## src/sv/glyph_atlas_channel_packer_macros.svh

```systemverilog
// assertion macros shared by the glyph atlas channel packer rtl
`ifndef GLYPH_ATLAS_CHANNEL_PACKER_MACROS_SVH
`define GLYPH_ATLAS_CHANNEL_PACKER_MACROS_SVH

// same-cycle implication, checked on clk outside reset
`define GACP_ASSERT(label, cond, prop, msg) \
    label: assert property (@(posedge clk) disable iff (!rst_n) (cond) |-> (prop)) \
        else $error(msg);

// next-cycle implication, checked on clk outside reset
`define GACP_ASSERT_NEXT(label, cond, prop, msg) \
    label: assert property (@(posedge clk) disable iff (!rst_n) (cond) |=> (prop)) \
        else $error(msg);

`endif

```

## src/sv/gacp_pkg.sv

```systemverilog
// shared constants and types for the glyph atlas channel packer
`default_nettype none

package gacp_pkg;

    localparam int NUM_CHANNELS       = 4;
    localparam int CHAN_W             = 2;
    localparam int GLYPH_W            = 10;
    localparam int PADDED_W           = 11;
    localparam int SLOT_W             = 16;
    localparam int CFG_W              = 8;
    localparam int CFG_INDEX_W        = 8;
    localparam int PASS_W             = 16;
    localparam int COORD_BITS_DEFAULT = 16;

    localparam logic [CFG_INDEX_W-1:0] REG_PAD_PIXELS    = CFG_INDEX_W'(0);
    localparam logic [CFG_INDEX_W-1:0] REG_SPREAD_PIXELS = CFG_INDEX_W'(1);

    localparam logic [CHAN_W-1:0] LAST_CHANNEL = CHAN_W'(NUM_CHANNELS - 1);
    localparam logic [PASS_W-1:0] PASS_MAX     = {PASS_W{1'b1}};

    typedef struct packed {
        logic [GLYPH_W-1:0] width;
        logic [GLYPH_W-1:0] height;
    } glyph_t;

    typedef struct packed {
        logic [PADDED_W-1:0] width;
        logic [PADDED_W-1:0] height;
    } padded_size_t;

    typedef struct packed {
        logic [CHAN_W-1:0]   slot_channel;
        logic [SLOT_W-1:0]   slot_x;
        logic [SLOT_W-1:0]   slot_y;
        logic [PADDED_W-1:0] padded_width;
        logic [PADDED_W-1:0] padded_height;
        logic [SLOT_W-1:0]   atlas_width;
        logic [SLOT_W-1:0]   atlas_height;
    } placement_t;

endpackage

`default_nettype wire

```

## src/sv/gacp_cfg.sv

```systemverilog
// border configuration registers and padded glyph size
`default_nettype none

module gacp_cfg
    import gacp_pkg::*;
(
    input  wire logic                   clk,
    input  wire logic                   rst_n,
    input  wire logic                   cfg_write_en,
    input  wire logic [CFG_INDEX_W-1:0] cfg_index,
    input  wire logic [CFG_W-1:0]       cfg_data,
    input  wire glyph_t                 glyph,
    output      padded_size_t           size
);

    logic [CFG_W-1:0]    pad_reg;
    logic [CFG_W-1:0]    spread_reg;
    logic [CFG_W:0]      border_half;
    logic [PADDED_W-1:0] border;

    always_ff @(posedge clk or negedge rst_n)
    begin
        if (!rst_n)
        begin
            pad_reg    <= '0;
            spread_reg <= '0;
        end
        else if (cfg_write_en)
        begin
            case (cfg_index)
                REG_PAD_PIXELS:    pad_reg    <= cfg_data;
                REG_SPREAD_PIXELS: spread_reg <= cfg_data;
                default:           ;
            endcase
        end
    end

    assign border_half = {1'b0, pad_reg} + {1'b0, spread_reg};
    assign border      = {1'b0, border_half, 1'b0};

    assign size.width  = PADDED_W'(glyph.width) + border;
    assign size.height = PADDED_W'(glyph.height) + border;

endmodule

`default_nettype wire

```

## src/sv/gacp_placer.sv

```systemverilog
// per-channel placement state and single-pass placement logic
`default_nettype none

`include "glyph_atlas_channel_packer_macros.svh"

module gacp_placer
    import gacp_pkg::*;
#(
    parameter int COORD_BITS = COORD_BITS_DEFAULT
)
(
    input  wire logic         clk,
    input  wire logic         rst_n,
    input  wire logic         advance,
    input  wire padded_size_t size,
    output      placement_t   result
);

    localparam int SUM_W = ((COORD_BITS > PADDED_W) ? COORD_BITS : PADDED_W) + 1;
    localparam int EXT_W = (COORD_BITS > SLOT_W) ? COORD_BITS : SLOT_W;
    localparam logic [SUM_W-1:0] COORD_MAX_S =
        {{(SUM_W-COORD_BITS){1'b0}}, {COORD_BITS{1'b1}}};

    logic [COORD_BITS-1:0] start_x_reg  [NUM_CHANNELS];
    logic [COORD_BITS-1:0] start_y_reg  [NUM_CHANNELS];
    logic [COORD_BITS-1:0] extent_x_reg [NUM_CHANNELS];
    logic [COORD_BITS-1:0] extent_y_reg [NUM_CHANNELS];
    logic [COORD_BITS-1:0] start_x_next [NUM_CHANNELS];
    logic [COORD_BITS-1:0] start_y_next [NUM_CHANNELS];
    logic [COORD_BITS-1:0] extent_x_next[NUM_CHANNELS];
    logic [COORD_BITS-1:0] extent_y_next[NUM_CHANNELS];

    logic                  grow_h_reg;
    logic                  grow_h_next;
    logic [PASS_W-1:0]     pass_length_reg;
    logic [PASS_W-1:0]     pass_length_next;
    logic [PASS_W-1:0]     pass_position_reg;
    logic [PASS_W-1:0]     pass_position_next;
    logic [CHAN_W-1:0]     chan_reg;
    logic [CHAN_W-1:0]     chan_next;
    logic [COORD_BITS-1:0] atlas_w_reg;
    logic [COORD_BITS-1:0] atlas_h_reg;
    logic [COORD_BITS-1:0] atlas_w_next;
    logic [COORD_BITS-1:0] atlas_h_next;

    logic [COORD_BITS-1:0] sx;
    logic [COORD_BITS-1:0] sy;
    logic [COORD_BITS-1:0] end_x;
    logic [COORD_BITS-1:0] end_y;
    logic [COORD_BITS-1:0] ext_x_new;
    logic [COORD_BITS-1:0] ext_y_new;
    logic [PASS_W:0]       pos_inc;
    logic                  last_in_rotation;
    logic                  flip;
    logic [EXT_W-1:0]      sx_ext;
    logic [EXT_W-1:0]      sy_ext;
    logic [EXT_W-1:0]      aw_ext;
    logic [EXT_W-1:0]      ah_ext;

    function automatic logic [COORD_BITS-1:0] sat_add(
        input logic [COORD_BITS-1:0] a,
        input logic [PADDED_W-1:0]   b
    );
        logic [SUM_W-1:0] s;
        s = SUM_W'(a) + SUM_W'(b);
        return (s > COORD_MAX_S) ? {COORD_BITS{1'b1}} : s[COORD_BITS-1:0];
    endfunction

    assign sx        = start_x_reg[chan_reg];
    assign sy        = start_y_reg[chan_reg];
    assign end_x     = sat_add(sx, size.width);
    assign end_y     = sat_add(sy, size.height);
    assign ext_x_new = (extent_x_reg[chan_reg] > end_x) ? extent_x_reg[chan_reg] : end_x;
    assign ext_y_new = (extent_y_reg[chan_reg] > end_y) ? extent_y_reg[chan_reg] : end_y;

    assign atlas_w_next = (atlas_w_reg > ext_x_new) ? atlas_w_reg : ext_x_new;
    assign atlas_h_next = (atlas_h_reg > ext_y_new) ? atlas_h_reg : ext_y_new;

    assign last_in_rotation = (chan_reg == LAST_CHANNEL);
    assign pos_inc          = {1'b0, pass_position_reg} + (PASS_W+1)'(1);
    assign flip             = last_in_rotation && (pos_inc >= {1'b0, pass_length_reg});

    always_comb
    begin
        for (int i = 0; i < NUM_CHANNELS; i++)
        begin
            start_x_next[i]  = start_x_reg[i];
            start_y_next[i]  = start_y_reg[i];
            extent_x_next[i] = extent_x_reg[i];
            extent_y_next[i] = extent_y_reg[i];
        end

        extent_x_next[chan_reg] = ext_x_new;
        extent_y_next[chan_reg] = ext_y_new;
        if (grow_h_reg)
        begin
            start_y_next[chan_reg] = end_y;
        end
        else
        begin
            start_x_next[chan_reg] = end_x;
        end

        // pass end: restart every channel along the new direction
        if (flip)
        begin
            for (int i = 0; i < NUM_CHANNELS; i++)
            begin
                if (!grow_h_reg)
                begin
                    start_x_next[i] = extent_x_next[i];
                    start_y_next[i] = '0;
                end
                else
                begin
                    start_x_next[i] = '0;
                    start_y_next[i] = extent_y_next[i];
                end
            end
        end
    end

    assign grow_h_next = flip ? !grow_h_reg : grow_h_reg;
    assign chan_next   = chan_reg + CHAN_W'(1);

    always_comb
    begin
        pass_position_next = pass_position_reg;
        pass_length_next   = pass_length_reg;
        if (last_in_rotation)
        begin
            pass_position_next = flip ? '0 : pos_inc[PASS_W-1:0];
        end
        if (flip && grow_h_reg && (pass_length_reg != PASS_MAX))
        begin
            pass_length_next = pass_length_reg + PASS_W'(1);
        end
    end

    always_ff @(posedge clk or negedge rst_n)
    begin
        if (!rst_n)
        begin
            for (int i = 0; i < NUM_CHANNELS; i++)
            begin
                start_x_reg[i]  <= '0;
                start_y_reg[i]  <= '0;
                extent_x_reg[i] <= '0;
                extent_y_reg[i] <= '0;
            end
            grow_h_reg        <= 1'b0;
            pass_length_reg   <= PASS_W'(1);
            pass_position_reg <= '0;
            chan_reg          <= '0;
            atlas_w_reg       <= '0;
            atlas_h_reg       <= '0;
        end
        else if (advance)
        begin
            for (int i = 0; i < NUM_CHANNELS; i++)
            begin
                start_x_reg[i]  <= start_x_next[i];
                start_y_reg[i]  <= start_y_next[i];
                extent_x_reg[i] <= extent_x_next[i];
                extent_y_reg[i] <= extent_y_next[i];
            end
            grow_h_reg        <= grow_h_next;
            pass_length_reg   <= pass_length_next;
            pass_position_reg <= pass_position_next;
            chan_reg          <= chan_next;
            atlas_w_reg       <= atlas_w_next;
            atlas_h_reg       <= atlas_h_next;
        end
    end

    // coordinates leave through 16-bit fields
    assign sx_ext = EXT_W'(sx);
    assign sy_ext = EXT_W'(sy);
    assign aw_ext = EXT_W'(atlas_w_next);
    assign ah_ext = EXT_W'(atlas_h_next);

    assign result.slot_channel  = chan_reg;
    assign result.slot_x        = sx_ext[SLOT_W-1:0];
    assign result.slot_y        = sy_ext[SLOT_W-1:0];
    assign result.padded_width  = size.width;
    assign result.padded_height = size.height;
    assign result.atlas_width   = aw_ext[SLOT_W-1:0];
    assign result.atlas_height  = ah_ext[SLOT_W-1:0];

    `GACP_ASSERT_NEXT(a_chan_rotates, advance, chan_reg == CHAN_W'($past(chan_reg) + 1'b1), "channel did not rotate")
    `GACP_ASSERT(a_pos_below_len, 1'b1, pass_position_reg < pass_length_reg, "pass position out of range")
    `GACP_ASSERT(a_start_in_extent, 1'b1, (start_x_reg[0] <= extent_x_reg[0]) && (start_y_reg[0] <= extent_y_reg[0]), "start beyond extent")

endmodule

`default_nettype wire

```

## src/sv/glyph_atlas_channel_packer.sv

```systemverilog
// top level of the glyph atlas channel packer
`default_nettype none

`include "glyph_atlas_channel_packer_macros.svh"

// Places one glyph per item into a four-channel atlas, rotating channels 0 to 3 and
// flipping between vertical and horizontal passes. One item is taken every cycle while
// in_stall is low: the item is registered, then, once the result register is empty or
// out_stall is low, one placement pass (border add, saturating coordinate add and extent
// compare on the current channel) loads the result register and updates the channel state.
// The user must write pad_pixels (index 0) and spread_pixels (index 1) only while no item
// is in flight; the block does not enforce this. Other indexes are ignored.
module glyph_atlas_channel_packer
    import gacp_pkg::*;
#(
    parameter int COORD_BITS = COORD_BITS_DEFAULT
)
(
    input  wire logic                   clk,
    input  wire logic                   rst_n,
    input  wire logic                   cfg_write_en,
    input  wire logic [CFG_INDEX_W-1:0] cfg_index,
    input  wire logic [CFG_W-1:0]       cfg_data,
    input  wire logic                   in_valid,
    output      logic                   in_stall,
    input  wire logic [GLYPH_W-1:0]     glyph_width,
    input  wire logic [GLYPH_W-1:0]     glyph_height,
    output      logic                   out_valid,
    input  wire logic                   out_stall,
    output      logic [CHAN_W-1:0]      slot_channel,
    output      logic [SLOT_W-1:0]      slot_x,
    output      logic [SLOT_W-1:0]      slot_y,
    output      logic [PADDED_W-1:0]    padded_width,
    output      logic [PADDED_W-1:0]    padded_height,
    output      logic [SLOT_W-1:0]      atlas_width,
    output      logic [SLOT_W-1:0]      atlas_height
);

    logic         s1_valid_reg;
    logic         s1_valid_next;
    glyph_t       glyph_reg;
    logic         out_valid_reg;
    logic         out_valid_next;
    placement_t   result_reg;
    placement_t   placement;
    padded_size_t size;
    logic         advance;
    logic         accept;

    gacp_cfg u_cfg (
        .clk          (clk),
        .rst_n        (rst_n),
        .cfg_write_en (cfg_write_en),
        .cfg_index    (cfg_index),
        .cfg_data     (cfg_data),
        .glyph        (glyph_reg),
        .size         (size)
    );

    gacp_placer #(
        .COORD_BITS (COORD_BITS)
    ) u_placer (
        .clk     (clk),
        .rst_n   (rst_n),
        .advance (advance),
        .size    (size),
        .result  (placement)
    );

    assign advance  = s1_valid_reg && (!out_valid_reg || !out_stall);
    assign in_stall = s1_valid_reg && !advance;
    assign accept   = in_valid && !in_stall;

    assign s1_valid_next  = accept ? 1'b1 : (advance ? 1'b0 : s1_valid_reg);
    assign out_valid_next = advance ? 1'b1 : (out_stall ? out_valid_reg : 1'b0);

    always_ff @(posedge clk or negedge rst_n)
    begin
        if (!rst_n)
        begin
            s1_valid_reg  <= 1'b0;
            out_valid_reg <= 1'b0;
        end
        else
        begin
            s1_valid_reg  <= s1_valid_next;
            out_valid_reg <= out_valid_next;
        end
    end

    always_ff @(posedge clk)
    begin
        if (accept)
        begin
            glyph_reg.width  <= glyph_width;
            glyph_reg.height <= glyph_height;
        end
        if (advance)
        begin
            result_reg <= placement;
        end
    end

    assign out_valid     = out_valid_reg;
    assign slot_channel  = result_reg.slot_channel;
    assign slot_x        = result_reg.slot_x;
    assign slot_y        = result_reg.slot_y;
    assign padded_width  = result_reg.padded_width;
    assign padded_height = result_reg.padded_height;
    assign atlas_width   = result_reg.atlas_width;
    assign atlas_height  = result_reg.atlas_height;

    `GACP_ASSERT(a_stall_only_when_full, in_stall, s1_valid_reg && out_valid_reg, "stall with free stage")
    `GACP_ASSERT_NEXT(a_accept_fills_stage, accept, s1_valid_reg, "accepted item lost")
    `GACP_ASSERT(a_result_from_stage, $rose(out_valid_reg), $past(s1_valid_reg), "result without item")

endmodule

`default_nettype wire
```

## config.mk

```make
export PLATFORM = sky130hd
export DESIGN_NAME = glyph_atlas_channel_packer
export DESIGN_NICKNAME = d
export VERILOG_FILES = /design/src/sv/gacp_pkg.sv /design/src/sv/gacp_cfg.sv /design/src/sv/gacp_placer.sv /design/src/sv/glyph_atlas_channel_packer.sv
export VERILOG_INCLUDE_DIRS = /design/src /design/src/sv
export SDC_FILE = /design/constraint.sdc
export NUM_CORES = 1
export LEC_CHECK = 0
export BUFFER_PORTS_ARGS = -buffer_cell sky130_fd_sc_hd__buf_2
export CELL_PAD_IN_SITES_DETAIL_PLACEMENT = 0
export CELL_PAD_IN_SITES_GLOBAL_PLACEMENT = 1
export CORE_MARGIN = 2
export CORE_UTILIZATION = 50
export DETAILED_ROUTE_END_ITERATION = 12
export PLACE_DENSITY_LB_ADDON = 0.1
export SYNTH_ARGS = -nofsm -noshare
export SYNTH_HDL_FRONTEND = slang
export SYNTH_HIERARCHICAL = 1
export SYNTH_SLANG_ARGS = --single-unit
export TNS_END_PERCENT = 20
```

## constraint.sdc

```tcl
create_clock -name clk -period 16.8 [get_ports clk]
set_clock_uncertainty 0.1 [all_clocks]
set_input_delay 1.68 -clock clk [delete_from_list [all_inputs] [get_ports clk]]
set_output_delay 1.68 -clock clk [all_outputs]
set_load 0.03 [all_outputs]
```

==> impl_metrics.py <==
metrics = {
    "cts": {
        "cts_tree": "done",
        "insertion_delay_ps": 610,
        "clkTransAtPathRegs_ps": 60,
        "ctsResizeCount": 0,
        "post-cts-setup-buffers": 0,
        "htreeDepth": 2,
        "cts_root_buf": "clkbuf_16",
        "cts_buffers": 52,
        "hold_buffers": 0,
        "clock_path_buffers": 3,
        "cts.sinks": 449,
    },
    "final_layout": {
        "mostFrequentLayoutCell": "dfrtp_1",
        "finalNonFillerCells": 3217,
        "area_delta_synth_final_pct": 10.47,
        "final_nets": 2683,
        "nFillCells": 4455,
        "final_cell_mix": "338 x dfrtp_1, 288 x nand2_1, 245 x o21ai_0",
        "final_area_um2": 28100,
        "drive_gt1_frac": 0.1612,
    },
    "floorplanning": {
        "io_pins": 131,
        "die-width_um": 229.6,
        "die_h_um": 229.6,
        "die_area_um2": 52690,
        "core_area_um2": 50170,
        "row_count": 82,
        "initial_core_util": 0.5070,
    },
    "timing": {
        "max_freq_mhz": 98.87,
        "finalHoldViolCount": 0,
        "period_needed_ps": 10110,
        "fin_ws_ps": 6686,
        "rsz0062_at_grt": "false",
        "setup_viol": 0,
        "tightest_slew_ps": 1177,
        "fin_setup_tns_ps": 0,
        "period_share": 0.6020,
        "slew_headroom": 0.2143,
        "slew_violations": 0,
    },
    "yosys": {
        "synthDominantCellAreaShare": 0.3345,
        "syn_area_um2": 25440,
        "ys_types": 88,
        "synth_area_per_cell_um2": 10.37,
        "seq_area_frac_synth": 0.4630,
        "ys_ff_latch": 449,
        "async_flop_share": 0.7595,
        "synth_top_cell_by_area": "dfrtp_1",
        "synth-edff-count": 108,
        "yosys_warnings": 6,
        "syn_nets": 2637,
        "syn_inst": 2454,
        "yosys-top-cells-area": "dfrtp_1 33%, edfxtp_1 13%, ha_1 6.7%",
        "dominantRegCellSynth": "dfrtp_1",
    },
    "critical_path": {
        "path_buf_inv": 4,
        "required_ps": 17170,
        "cp-end-kind": "register",
        "cpMostUsedCell": "ha_1",
        "cp_max_fo": 16,
        "crit_arrival_ps": 10480,
        "critPathMaxStageDelay_ps": 810,
        "cp_slowest_cell": "o31ai_4",
        "setup.worst_path.class": "register to register",
        "start_kind": "register",
        "crit_family": "compound AO/OA/AOI/OAI gates",
    },
    "placed_design": {
        "place_inst": 3118,
        "io_buffer_count": 130,
        "place_area_um2": 26390,
        "post-dp-hpwl_um": 50450,
        "gp_congestion": 0.9190,
        "dp_slack_ps": 6796,
    },
    "global_routing": {
        "use_met2": 0.4447,
        "grt-busiest-layer": "met2",
        "grt_pass1_vias": 19620,
        "grt_use_total": 0.2886,
        "antenna_found_initial": 0,
        "globalRouteMet1Util": 0.4241,
        "grt_pass1_wl_um": 117400,
        "grtUsageMet3": 0.04744,
        "grt_max_degree": 83,
        "grt_overflow": 0,
    },
    "drt": {
        "drtAntennaViolNets": 0,
        "drt_wl_total_um": 75930,
        "wl_per_cell_um": 23.60,
        "drc": 0,
        "vias_per_cell": 6.159,
        "first_pass_iters": 6,
        "vias": 19810,
        "drtIter0Drc": 1921,
    },
    "status": {
        "outcome": "finished clean",
    },
    "pwr": {
        "power_frac_comb": 0.568,
        "switching_share": 0.4813,
        "intPower_mw": 3.330,
        "power_frac_clock": 0.177,
        "cellPowerDensity_nw_per_um2": 228.5,
        "ir_drop_mv": 0.1650,
        "p_seq_frac": 0.255,
        "p_leak_nw": 12.32,
        "switchingPower_mw": 3.090,
    },
    "run": {
        "maxCapViolations": 0,
    },
    "hold_path": {
        "hold_class": "register to register",
    },
}
==> stage by stage <==
stage | hold slack (ps) | total power, mW | utilization
finish | 377.9 | 6.420 | 0.5601
CTS | 379.4 | 6.382 | 0.5601
detailed placement | 365.5 | 5.225 | 0.5261
global placement | 358.3 | 5.164 | 0.5261
global route | 392.8 | 6.850 | 0.5601
floorplan | 344.4 | 4.176 | -
==> Yosys cell counts (21+ instances only) <==
library cell and number:
mux4_2 63, inv_1 92, xnor2_1 43, buf_2 39
a221o_1 29, nor2_1 140, o211ai_1 44, mux2_2 21
a21oi_1 117, dfrtp_1 340, a21o_1 27, edfxtp_1 108
nand3_1 63, buf_4 30, a211oi_1 24, xor2_1 23
ha_1 137, o21ai_0 245, mux2i_1 55, a211o_1 21
nand4_1 23, nand2_1 292, clkbuf_1 93, nor3_1 63
==> final timing paths <==
kind                                    startpoint                       to  slack (ps)  depth (start not counted)
max                               u_cfg/pad_reg[0]  u_placer/atlas_h_reg[8]        6690                         36
min reg2reg                u_placer/start_y_reg[2]  u_placer/start_y_reg[2]         380                          2
min                        u_placer/start_y_reg[2]  u_placer/start_y_reg[2]         380                          2
max reg2reg                       u_cfg/pad_reg[0]  u_placer/atlas_h_reg[8]        6690                         36
min in group asynchronous                    rst_n             s1_valid_reg         970                          1
max in group asynchronous                    rst_n     u_placer/chan_reg[0]       13280                          3
==> power by group through the flow <==
stage               registers (mW)  logic [mW]  clock network (mW)
finish                        1.64        3.65                1.14
CTS                           1.64        3.59                1.16
global placement              1.64        3.52                   0
global route                  1.67        3.98                1.20
floorplan                     1.68        2.50                   0
detailed placement            1.65        3.57                   0
==> layout make-up <==
type | instances | area (um2) | share of cell area
inverter | 94 | 352.8 | 0.01256
multi-input combinational | 1735 | 12470 | 0.4438
sequential | 449 | 11780 | 0.4193
tap | 672 | 840.8 | 0.02992
antenna | 1 | 2.502 | 0.00008905
timing repair buffer | 168 | 945.9 | 0.03366
clock inverter | 18 | 175.2 | 0.006234
clock buffer | 80 | 1529 | 0.05441
==> layer usage <==
layer,vias to the layer above,wire (um)
li1,9029,-
met1,9877,34550
met2,791,34220
met3,116,5615
met4,0,1542
met5,-,0
==> worst min-delay path: stages, from the launching register on <==
cell and delay, ps:
dfrtp_1 340, nand2_1 50, o21ai_0 60
==> logic make-up after synthesis <==
group           after synthesis  share of synthesized area
xor+xnor                     66                    0.02272
compound gates              672                     0.1720
mux                         140                    0.08760
buf+inv                     270                    0.05027
fa+ha+maj                   142                    0.07132
simple gates                715                     0.1331
flops                       449                     0.4630
Note: power is estimated with default switching activity, not from simulation.
